--- src/sv/rld_pkg.sv ---
// ----------------------------------------------------------------------------
// rld_pkg
// Shared types and constants of the pixel run-length decoder.
// ----------------------------------------------------------------------------
package rld_pkg;

   localparam int MAX_PIXEL_BYTES_DEFAULT = 4;

   localparam int BPP_W    = 3;
   localparam int IMAGE_W  = 31;
   localparam int BYTE_W   = 8;
   localparam int PIXEL_W  = 32;
   localparam int RUN_W    = 8;
   localparam int STATUS_W = 3;
   localparam int SIZE_W   = 4;   // holds a pixel size up to eight
   localparam int NEED_W   = RUN_W + SIZE_W;
   localparam int PACK_LANES = PIXEL_W / BYTE_W;

   localparam int CSR_ADDR_W = 3;
   localparam int CSR_DATA_W = 32;

   localparam logic [BPP_W-1:0]   BPP_RESET   = 3'd3;
   localparam logic [IMAGE_W-1:0] IMAGE_RESET = 31'd1;

   typedef enum logic [0:0] {
      REG_BYTES_PER_PIXEL = 1'b0,
      REG_IMAGE_BYTES     = 1'b1
   } rld_reg_type;

   typedef enum logic [STATUS_W-1:0] {
      STATUS_RUN   = 3'd0,
      STATUS_DONE  = 3'd1,
      STATUS_ZERO  = 3'd2,
      STATUS_OVER  = 3'd3,
      STATUS_TRUNC = 3'd4
   } rld_status_type;

   typedef struct packed {
      logic [BPP_W-1:0]   bytes_per_pixel;
      logic [IMAGE_W-1:0] image_bytes;
   } rld_cfg_type;

   typedef struct packed {
      logic [PIXEL_W-1:0] pixel_value;
      logic [RUN_W-1:0]   run_length;
      rld_status_type     status;
   } rld_result_type;

endpackage

--- src/sv/pixel_run_length_decoder.sv ---
// ----------------------------------------------------------------------------
// pixel_run_length_decoder
// Run-length pixel stream decoder: one compressed byte in, one run result out.
// ----------------------------------------------------------------------------
// One compressed byte is taken per cycle unless req_stall holds it off, and
// the result it causes (if any) shows in the result register in the next
// cycle. The input stalls only while that register holds an unread item and
// the result side stalls; the decode state update itself is a single short
// step per byte. Results appear only when a pixel completes or an error is
// detected, so the result rate is at most one per byte. No clearing pass is
// needed after reset. Configuration (bytes_per_pixel at 0x0, image_bytes at
// 0x4) is to be written by the user only while the stream is idle; the
// block does not enforce this. Pixel size is clamped to 1..MAX_PIXEL_BYTES.
// ----------------------------------------------------------------------------
module pixel_run_length_decoder #(
   parameter int MAX_PIXEL_BYTES = rld_pkg::MAX_PIXEL_BYTES_DEFAULT
) (
   input  logic                              clock,
   input  logic                              reset,

   // input channel: one stream byte per item
   input  logic                              req_valid,
   output logic                              req_stall,
   input  logic [rld_pkg::BYTE_W-1:0]        req_data_byte,
   input  logic                              req_last_byte,

   // result channel
   output logic                              rsp_valid,
   input  logic                              rsp_stall,
   output logic [rld_pkg::PIXEL_W-1:0]       rsp_pixel_value,
   output logic [rld_pkg::RUN_W-1:0]         rsp_run_length,
   output logic [rld_pkg::STATUS_W-1:0]      rsp_status,

   // configuration port
   input  logic                              csr_psel,
   input  logic                              csr_penable,
   input  logic                              csr_pwrite,
   input  logic [rld_pkg::CSR_ADDR_W-1:0]    csr_paddr,
   input  logic [rld_pkg::CSR_DATA_W-1:0]    csr_pwdata,
   output logic [rld_pkg::CSR_DATA_W-1:0]    csr_prdata,
   output logic                              csr_pready
);

   rld_pkg::rld_cfg_type    cfg;
   rld_pkg::rld_result_type core_result;
   rld_pkg::rld_result_type held_result;
   logic                    accept;
   logic                    emit;
   logic                    out_busy;

   // registers
   rld_csr u_csr (
      .clock       (clock),
      .reset       (reset),
      .csr_psel    (csr_psel),
      .csr_penable (csr_penable),
      .csr_pwrite  (csr_pwrite),
      .csr_paddr   (csr_paddr),
      .csr_pwdata  (csr_pwdata),
      .csr_prdata  (csr_prdata),
      .csr_pready  (csr_pready),
      .cfg         (cfg)
   );

   // hold off input only when the result register cannot take a new item
   assign req_stall = out_busy;
   assign accept    = req_valid & ~out_busy;

   // decode state and per-byte update
   rld_core #(
      .MAX_PIXEL_BYTES (MAX_PIXEL_BYTES)
   ) u_core (
      .clock     (clock),
      .reset     (reset),
      .accept    (accept),
      .data_byte (req_data_byte),
      .last_byte (req_last_byte),
      .cfg       (cfg),
      .emit      (emit),
      .result    (core_result)
   );

   // result register
   rld_out_reg u_out (
      .clock       (clock),
      .reset       (reset),
      .load        (emit),
      .load_result (core_result),
      .rsp_stall   (rsp_stall),
      .rsp_valid   (rsp_valid),
      .rsp_result  (held_result),
      .busy        (out_busy)
   );

   assign rsp_pixel_value = held_result.pixel_value;
   assign rsp_run_length  = held_result.run_length;
   assign rsp_status      = held_result.status;

endmodule

--- src/sv/rld_csr.sv ---
// ----------------------------------------------------------------------------
// rld_csr
// Configuration registers behind an APB-style port.
// ----------------------------------------------------------------------------
module rld_csr (
   input  logic                               clock,
   input  logic                               reset,
   input  logic                               csr_psel,
   input  logic                               csr_penable,
   input  logic                               csr_pwrite,
   input  logic [rld_pkg::CSR_ADDR_W-1:0]     csr_paddr,
   input  logic [rld_pkg::CSR_DATA_W-1:0]     csr_pwdata,
   output logic [rld_pkg::CSR_DATA_W-1:0]     csr_prdata,
   output logic                               csr_pready,
   output rld_pkg::rld_cfg_type               cfg
);

   logic [rld_pkg::BPP_W-1:0]   bpp_ff;
   logic [rld_pkg::IMAGE_W-1:0] image_ff;
   logic                        wr_en;
   rld_pkg::rld_reg_type        reg_sel;

   assign csr_pready = 1'b1;
   assign wr_en      = csr_psel & csr_penable & csr_pwrite;
   // word index; low address bits ignored
   assign reg_sel    = rld_pkg::rld_reg_type'(csr_paddr[2]);

   always_ff @(posedge clock) begin
      if (reset) begin
         bpp_ff   <= rld_pkg::BPP_RESET;
         image_ff <= rld_pkg::IMAGE_RESET;
      end else if (wr_en) begin
         if (reg_sel == rld_pkg::REG_IMAGE_BYTES) begin
            image_ff <= csr_pwdata[rld_pkg::IMAGE_W-1:0];
         end else begin
            bpp_ff <= csr_pwdata[rld_pkg::BPP_W-1:0];
         end
      end
   end

   always_comb begin
      if (reg_sel == rld_pkg::REG_IMAGE_BYTES) begin
         csr_prdata = {{(rld_pkg::CSR_DATA_W-rld_pkg::IMAGE_W){1'b0}}, image_ff};
      end else begin
         csr_prdata = {{(rld_pkg::CSR_DATA_W-rld_pkg::BPP_W){1'b0}}, bpp_ff};
      end
   end

   assign cfg.bytes_per_pixel = bpp_ff;
   assign cfg.image_bytes     = image_ff;

endmodule

--- src/sv/rld_core.sv ---
// ----------------------------------------------------------------------------
// rld_core
// Decode state and the per-byte update; gives at most one result per item.
// ----------------------------------------------------------------------------
module rld_core #(
   parameter int MAX_PIXEL_BYTES = rld_pkg::MAX_PIXEL_BYTES_DEFAULT
) (
   input  logic                          clock,
   input  logic                          reset,
   input  logic                          accept,
   input  logic [rld_pkg::BYTE_W-1:0]    data_byte,
   input  logic                          last_byte,
   input  rld_pkg::rld_cfg_type          cfg,
   output logic                          emit,
   output rld_pkg::rld_result_type       result
);

   localparam int IDX_W = (MAX_PIXEL_BYTES > 1) ? $clog2(MAX_PIXEL_BYTES) : 1;
   localparam logic [rld_pkg::SIZE_W-1:0] PIXEL_SIZE_LIMIT =
      rld_pkg::SIZE_W'(MAX_PIXEL_BYTES);

   logic                          expecting_ff, expecting_in;
   logic [IDX_W-1:0]              idx_ff, idx_in;
   logic [rld_pkg::RUN_W-1:0]     pending_ff, pending_in;
   logic [rld_pkg::PIXEL_W-1:0]   acc_ff, acc_in;
   logic [rld_pkg::IMAGE_W-1:0]   decoded_ff, decoded_in;
   logic                          finished_ff, finished_in;
   logic                          error_ff, error_in;

   logic [rld_pkg::SIZE_W-1:0]    size;
   logic [rld_pkg::SIZE_W-1:0]    idx_plus;
   logic [rld_pkg::PIXEL_W-1:0]   acc_packed;
   logic [rld_pkg::NEED_W-1:0]    need;
   logic [rld_pkg::IMAGE_W-1:0]   room;
   logic [rld_pkg::IMAGE_W-1:0]   need_ext;
   logic [rld_pkg::IMAGE_W-1:0]   sum;

   // clamp pixel size to 1..MAX_PIXEL_BYTES
   always_comb begin
      if (cfg.bytes_per_pixel == '0) begin
         size = rld_pkg::SIZE_W'(1);
      end else if (rld_pkg::SIZE_W'(cfg.bytes_per_pixel) > PIXEL_SIZE_LIMIT) begin
         size = PIXEL_SIZE_LIMIT;
      end else begin
         size = rld_pkg::SIZE_W'(cfg.bytes_per_pixel);
      end
   end

   assign idx_plus = rld_pkg::SIZE_W'(idx_ff) + rld_pkg::SIZE_W'(1);

   // byte lanes; bytes past the fourth match no lane
   always_comb begin
      acc_packed = acc_ff;
      for (int k = 0; k < rld_pkg::PACK_LANES; k++) begin
         if (int'(idx_ff) == k) begin
            acc_packed[k*rld_pkg::BYTE_W +: rld_pkg::BYTE_W] =
               acc_ff[k*rld_pkg::BYTE_W +: rld_pkg::BYTE_W] | data_byte;
         end
      end
   end

   assign need     = rld_pkg::NEED_W'(pending_ff) * rld_pkg::NEED_W'(size);
   assign need_ext = rld_pkg::IMAGE_W'(need);
   assign room     = (decoded_ff >= cfg.image_bytes) ? '0 : (cfg.image_bytes - decoded_ff);
   assign sum      = decoded_ff + need_ext;

   always_comb begin
      expecting_in = expecting_ff;
      idx_in       = idx_ff;
      pending_in   = pending_ff;
      acc_in       = acc_ff;
      decoded_in   = decoded_ff;
      finished_in  = finished_ff;
      error_in     = error_ff;
      emit         = 1'b0;
      result.pixel_value = '0;
      result.run_length  = '0;
      result.status      = rld_pkg::STATUS_RUN;

      if (accept) begin
         if (finished_ff || error_ff) begin
            // dropped until the stream's last byte
         end else if (expecting_ff) begin
            if (data_byte == '0) begin
               emit          = 1'b1;
               result.status = rld_pkg::STATUS_ZERO;
               error_in      = 1'b1;
            end else if (last_byte) begin
               emit          = 1'b1;
               result.status = rld_pkg::STATUS_TRUNC;
               error_in      = 1'b1;
            end else begin
               pending_in   = data_byte;
               idx_in       = '0;
               acc_in       = '0;
               expecting_in = 1'b0;
            end
         end else begin
            acc_in = acc_packed;
            idx_in = IDX_W'(idx_plus);
            if (idx_plus >= size) begin
               emit         = 1'b1;
               expecting_in = 1'b1;
               idx_in       = '0;
               if (need_ext > room) begin
                  result.status = rld_pkg::STATUS_OVER;
                  error_in      = 1'b1;
               end else begin
                  decoded_in = sum;
                  if (sum == cfg.image_bytes) begin
                     result.pixel_value = acc_packed;
                     result.run_length  = pending_ff;
                     result.status      = rld_pkg::STATUS_DONE;
                     finished_in        = 1'b1;
                  end else if (last_byte) begin
                     result.status = rld_pkg::STATUS_TRUNC;
                     error_in      = 1'b1;
                  end else begin
                     result.pixel_value = acc_packed;
                     result.run_length  = pending_ff;
                  end
               end
            end else if (last_byte) begin
               emit          = 1'b1;
               result.status = rld_pkg::STATUS_TRUNC;
               error_in      = 1'b1;
            end
         end

         if (last_byte) begin
            expecting_in = 1'b1;
            idx_in       = '0;
            pending_in   = '0;
            acc_in       = '0;
            decoded_in   = '0;
            finished_in  = 1'b0;
            error_in     = 1'b0;
         end
      end
   end

   always_ff @(posedge clock) begin
      if (reset) begin
         expecting_ff <= 1'b1;
         idx_ff       <= '0;
         pending_ff   <= '0;
         acc_ff       <= '0;
         decoded_ff   <= '0;
         finished_ff  <= 1'b0;
         error_ff     <= 1'b0;
      end else begin
         expecting_ff <= expecting_in;
         idx_ff       <= idx_in;
         pending_ff   <= pending_in;
         acc_ff       <= acc_in;
         decoded_ff   <= decoded_in;
         finished_ff  <= finished_in;
         error_ff     <= error_in;
      end
   end

   a_flags_exclusive: assert property (@(posedge clock) disable iff (reset)
      !(finished_ff && error_ff))
      else $error("finished and error both set");

   a_rearm: assert property (@(posedge clock) disable iff (reset)
      accept && last_byte |=> expecting_ff && !finished_ff && !error_ff && decoded_ff == '0)
      else $error("last byte did not re-arm");

   a_run_nonzero: assert property (@(posedge clock) disable iff (reset)
      emit && (result.status == rld_pkg::STATUS_RUN || result.status == rld_pkg::STATUS_DONE)
      |-> result.run_length != '0)
      else $error("run result with zero length");

   a_error_blank: assert property (@(posedge clock) disable iff (reset)
      emit && (result.status == rld_pkg::STATUS_ZERO || result.status == rld_pkg::STATUS_OVER
               || result.status == rld_pkg::STATUS_TRUNC)
      |-> result.run_length == '0 && result.pixel_value == '0)
      else $error("error result carries pixel data");

endmodule

--- src/sv/rld_out_reg.sv ---
// ----------------------------------------------------------------------------
// rld_out_reg
// Result register; frees the input side as soon as the held item is taken.
// ----------------------------------------------------------------------------
module rld_out_reg (
   input  logic                      clock,
   input  logic                      reset,
   input  logic                      load,
   input  rld_pkg::rld_result_type   load_result,
   input  logic                      rsp_stall,
   output logic                      rsp_valid,
   output rld_pkg::rld_result_type   rsp_result,
   output logic                      busy
);

   logic                    valid_ff, valid_in;
   rld_pkg::rld_result_type result_ff;

   assign busy = valid_ff & rsp_stall;

   always_comb begin
      valid_in = valid_ff;
      if (load) begin
         valid_in = 1'b1;
      end else if (!rsp_stall) begin
         valid_in = 1'b0;
      end
   end

   always_ff @(posedge clock) begin
      if (reset) begin
         valid_ff <= 1'b0;
      end else begin
         valid_ff <= valid_in;
      end
   end

   always_ff @(posedge clock) begin
      if (load) begin
         result_ff <= load_result;
      end
   end

   assign rsp_valid  = valid_ff;
   assign rsp_result = result_ff;

endmodule

--- config.mk ---
export PLATFORM = sky130hd
export DESIGN_NAME = pixel_run_length_decoder
export DESIGN_NICKNAME = d
export VERILOG_FILES = /design/src/sv/rld_pkg.sv /design/src/sv/pixel_run_length_decoder.sv /design/src/sv/rld_csr.sv /design/src/sv/rld_core.sv /design/src/sv/rld_out_reg.sv
export SDC_FILE = /design/constraint.sdc
export NUM_CORES = 1
export LEC_CHECK = 0
export ABC_AREA = 1
export BUFFER_PORTS_ARGS = -buffer_cell sky130_fd_sc_hd__buf_2
export CAP_MARGIN = 20
export CORE_MARGIN = 2
export CORE_UTILIZATION = 50
export CTS_CLUSTER_DIAMETER = 30
export DETAILED_ROUTE_END_ITERATION = 6
export PLACE_DENSITY = 0.72
export SLEW_MARGIN = 30
export SYNTH_ARGS = -nofsm -noshare
export SYNTH_HDL_FRONTEND = slang
export SYNTH_HIERARCHICAL = 1
export SYNTH_SLANG_ARGS = --single-unit
--- constraint.sdc ---
create_clock -name clock -period 5.2 [get_ports clock]
set_input_delay 0.52 -clock clock [delete_from_list [all_inputs] [get_ports clock]]
set_output_delay 0.52 -clock clock [all_outputs]
set_load 0.1 [all_outputs]
== Yosys cells after proc, flatten, opt, wreduce, memory -nomap -nowiden ==
Cells that the tools add are included.
Word-level totals
  register bits after elaboration: 154
Operators by class
  eq/ne operators: 11
  $lt $le $gt $ge: 4
  multiply operators: 1
  $add $sub $neg: 3
  reduce and logical (&&, ||, !) cells: 19
  bitwise operators: 12
  muxes and demuxes: 58
Operator list (number)
  $mux W31: 7
  $mux W32: 4
  $mux W8: 8
  $mux W43: 1
  $mux W40: 1
  $or A8 B8 Y8: 4
  $add A31 B12 Y31: 1
  $eq A31 B31 Y1: 1
  $ge A31 B31 Y1: 1
  $gt A12 B31 Y1: 1
  $sub A31 B31 Y31: 1
  $mux W1: 25
  $mux W3: 6
  $mul A8 B4 Y12: 1
  $mux W2: 5
  $reduce_and A5 Y1: 2
  $logic_not A8 Y1: 1
  $ne A2 B2 Y1 const B: 4
  $ne A3 B3 Y1 const B: 2
  $reduce_and A2 Y1: 3
  $reduce_and A6 Y1: 1
  $reduce_bool A2 Y1: 3
  $reduce_bool A3 Y1: 2
  $reduce_or A5 Y1: 1
  15 further kinds: 22

== Longest topological paths before layout ==
  word-level depth: 12
  depth in mapped cells: 36
  gate-level depth less buffers: 35

== Modules after synthesis ==
The synthesis kept the hierarchy.
By module, submodules not included
  rld_core: seq. area each 1521.5 um^2, cells each 1715, area an instance 9711.8 um^2, times used 1
  rld_csr: seq. area each 680.7 um^2, cells each 291, area an instance 1769.2 um^2, times used 1
  rld_out_reg: seq. area each 1311.3 um^2, cells each 48, area an instance 1331.3 um^2, times used 1
  pixel_run_length_decoder: seq. area each 0.0 um^2, cells each 2, area an instance 10.0 um^2, times used 1

== Worst setup path before layout ==
OpenSTA, ideal clock, no wires.
  kind: reg2reg
  from: register u_csr/bpp_ff[2] (netlist name)
  to: register u_out.result_ff (netlist bit u_out/rsp_result[42]) (data pin)
  path slack: 0.306 ns
  arrival time: 4.630 ns
  clock period less this slack: 4.894 ns
  cell stages (with the launch flop): 30
  setup time: 0.264 ns
  cell sequence: dfxtp_1 clkbuf_1 nor2_1 inv_1 nor2_1 fa_1 ha_1 inv_1 fa_1 o21ai_0 a21oi_1 o21ai_0 nand2_1 a21oi_1 ha_1 nand2_1 inv_2 nand2_1 inv_1 a21boi_1 nand2_4 nand2_1 nand2_1 xor2_1 and2_1 nand4_1 o21ai_2 inv_2 buf_6 nor3_2
Between the ends
  word-level cells in the longest chain between the ends: 7
  elaborated cells between the ends (all ways): 12
  those cells by class: add/sub: 1; mul: 1; order compare: 3; eq/ne: 1; mux: 3; bitwise: 1; reduce/logical: 2
RTL lines
  start: declaration: line rld_csr.sv:18  | logic [rld_pkg::BPP_W-1:0] bpp_ff;
  start signal: assignment: line rld_csr.sv:30  | bpp_ff <= rld_pkg::BPP_RESET;
  start signal: assignment: line rld_csr.sv:36  | bpp_ff <= csr_pwdata[rld_pkg::BPP_W-1:0];
  $gt A3 B3 Y1: line rld_core.sv:42  | end else if (rld_pkg::SIZE_W'(cfg.bytes_per_pixel) > PIXEL_SIZE_LIMIT) begin
  $mux W3: line rld_core.sv:42
  $mux W4 *: line rld_core.sv:40  | if (cfg.bytes_per_pixel == '0) begin
  $mul A8 B4 Y12: line rld_core.sv:62  | assign need = rld_pkg::NEED_W'(pending_ff) * rld_pkg::NEED_W'(size);
  $add A31 B12 Y31: line rld_core.sv:65  | assign sum = decoded_ff + need_ext;
  $eq A31 B31 Y1: line rld_core.sv:110  | if (sum == cfg.image_bytes) begin
  $mux W43: line rld_core.sv:110
  end signal: assignment: line rld_out_reg.sv:40  | result_ff <= load_result;
  end: declaration: line rld_out_reg.sv:17  | rld_pkg::rld_result_type result_ff;
Mark *: on every way between the ends. The rest lies on a longest branch, timed or not.
A chain may end at the register's enable or synchronous reset.

== Final worst setup path ==
  from: register u_csr/bpp_ff[1] (netlist name)
  to: register u_out.result_ff (netlist bit u_out/rsp_result[3]) (data pin)
Same word-level chain as after synthesis.

==> impl_metrics.yaml <==
status:
  status: "completed"
finish:
  fin_nets: 2354
  fillers: 2327
  antennaDiodeCount: 0
  seqCellArea_sq_um: 3520
  layout_commonest_cell: "nand2_1"
  multi_input_area_sq_um: 8080
  layout-drive-gt1-share_pct: 18.8
  final_cell_mix: "596 x nand2_1, 315 x inv_1, 249 x nor2_1"
  stdcell_area_sq_um: 15300
  areaGrowthSynthToFinish_pct: 19.4
setup_path:
  worstSetupStartpointType: "register"
  critPathTopFamily: "simple AND/OR/NAND/NOR gates"
  r2r_slack_ns: 0.12
  r2r_start: "u_csr/bpp_ff[1]"
  r2r-end: "u_out/rsp_result[3]"
  crit_path_end_kind: "register"
  cp_slowest_stage_delay_ns: 0.41
  arrival_ns: 5.37
  cp_data_required_time_ns: 5.49
  cp_slowest_cell: "fa_1"
  rr_worst_depth: 36
  path_common_cell: "nand2_1"
  critical_path_class: "reg2reg"
  worst-path-max-fanout: 18
  crit_buf_inv: 8
clock_network:
  clk_pin_slew_worst_paths_ns: 0.07
  cts_tree: "yes"
  cts_max_level: 4
  clk_path_buf_depth: 2
  cts_buffers: 17
  cts_sinks: 154
  cts_root_buf: "clkbuf_16"
  worstSkewPairLatency_ns: 0.44
yosys:
  ys_types: 50
  synth_seq_cells: 154
  synth.cell_area_sq_um: 12800
  syn_inst: 2056
  syn_avg_cell_area_sq_um: 6.24
  synth_seq_area_share_pct: 27.4
  async_reset_ff_share_pct: 0
  yosys_warnings: 6
  synthesis.nets: 2185
  synth_enable_flop_cells: 43
  synthFlopType: "dfxtp_1"
routing:
  drt_pass1_iterations: 7
  postRouteAntennaNets: 0
  post_drt_wl_per_cell_microns: 15.4
  vias_per_cell: 5.30
  vias: 13600
  routed_wl_microns: 39600
  post-route-drc-count: 0
  drtIter0Drc: 1358
sta:
  hold_viol_final: 0
  setup_tns_ns: 0
  slew_headroom_pct: 35.0
  setup_viol: 0
  drv_slew: 0
  fmax_ghz: 0.197
  rsz0062_at_grt: "true"
  skew_ns: 0.0134
  post-route-period-util_pct: 97.7
  min_period_ns: 5.08
  worst_pin_slew_ns: 0.975
die:
  rows: 58
  top_level_ports: 129
  core_sq_um: 25200
  die-height_microns: 164
  die_area_sq_um: 26900
  start_util_pct: 50.9
  die_x_microns: 164
global_route:
  antenna_found_initial: 0
  grt_pass1_vias: 12100
  grt_first_pass_wirelength_microns: 61700
  grt_max_degree: 64
  grtUsageTotal_pct: 28.9
  grt.overflow.total: 0
hold_path:
  hold_path_depth: 3
  hold_end: "u_csr/bpp_ff[0]"
  hold_class: "in2reg"
  worst_hold_startpoint: "csr_pwdata[0]"
run:
  maxCapViolations: 0
pwr:
  power_density_nw_per_um2: 304
  ir_drop_v: 0.000241
  leakagePower_uw: 0.00803
placement:
  dp_hpwl_microns: 30000
  place.gp.congestion: 0.970
  place_area_sq_um: 14200
  numPortBuffers: 123
report_power, final:
group	switching (uW)	internal [uW]
combinational	1350	656
clock	587	695
sequential	69.3	1300
total	2000	2650
state kept, by name, summed over array words and instances (netlist names):
name,count
u_out/rsp_result,43
u_csr/image_ff,31
u_core/acc_ff,32
u_out/rsp_valid,1
u_core/idx_ff,2
u_core/error_ff,1
u_core/finished_ff,1
u_core/decoded_ff,31
u_core/pending_ff,8
u_core/expecting_ff,1
u_csr/bpp_ff,3
layout make-up:
| cell class | count | area share [%] |
|---|---|---|
| multi-input combinational | 1500 | 52.7 |
| clock buffer | 18 | 2.87 |
| tap | 330 | 2.70 |
| sequential | 154 | 23.0 |
| timing repair buffer | 212 | 9.27 |
| inverter | 340 | 8.43 |
| clock inverter | 14 | 1.01 |
kinds of logic after synthesis:
group	count (synthesis)	synth area share, %
AND/OR/NAND/NOR	1235	42.2
XOR/XNOR	19	1.73
adder cells (fa/ha/maj)	78	8.14
buffers and inverters	402	12.8
flip-flops	154	27.4
other	2	0.0586
AO/OA/AOI/OAI	166	7.70
worst min-delay path: cells and delay by family:
kind	cells	cell delay (ns)
simple gates	2	0.11
buf+inv	1	0.09
how the worst max path moves through the flow:
stage / startpoint / to / slack [ns] / depth (start not counted)
after floorplan: u_csr/bpp_ff[2] / u_out/rsp_result[42] / 0.31 / 29
after global placement: u_csr/bpp_ff[1] / u_out/rsp_result[2] / -0.12 / 31
after detailed placement: u_csr/bpp_ff[2] / u_out/rsp_result[2] / -0.20 / 31
after CTS: u_csr/bpp_ff[1] / u_out/rsp_result[3] / 0.006 / 30
after global routing: u_csr/bpp_ff[1] / u_out/rsp_result[3] / -0.20 / 36
final: u_csr/bpp_ff[1] / u_out/rsp_result[3] / 0.12 / 36
metal layers:
metal | global-route usage [%] | wire length, microns | share of wire, %
met5 | 0 | 0 | 0
met4 | 6.66 | 633 | 1.6
met3 | 4.34 | 3140 | 7.9
met2 | 43.1 | 17100 | 43
met1 | 43.8 | 18700 | 47
stage by stage:
stage	cells	utilization [%]	hold WS [ns]	power [uW]	worst slack, ns
after floorplan	2056	-	0.430	2770	0.306
after global placement	2526	56.3	0.445	3250	-0.117
after detailed placement	2527	56.4	0.451	3280	-0.196
after CTS	2561	59.0	0.315	4570	0.00577
after global routing	2568	60.8	0.349	4940	-0.196
final	2568	60.8	0.327	4650	0.122
Yosys cell counts, types with 13 or more instances:
master	n	area [sq um]
a21oi_1	92	460
buf_6	13	146
clkbuf_1	28	105
dfxtp_1	111	2220
edfxtp_1	43	1290
ha_1	69	863
inv_1	324	1220
inv_2	13	48.8
nand2_1	620	2330
nand3_1	182	911
nand3b_1	15	113
nand4_1	56	350
nor2_1	261	980
nor2_2	38	238
o21ai_0	17	85.1
o21bai_1	33	248
timing repair:
item / 4_1_cts / 5_1_grt
endpoints found under the setup margin: 43 / 73
resized for setup: 13 / 97
endpoints found under the hold margin: 0 / 0
cloned: 0 / 2
hold buffers: 0 / 0
pin swaps: 5 / 32
buffers inserted: 2 / 6
Power figures use the tool's default switching activity.
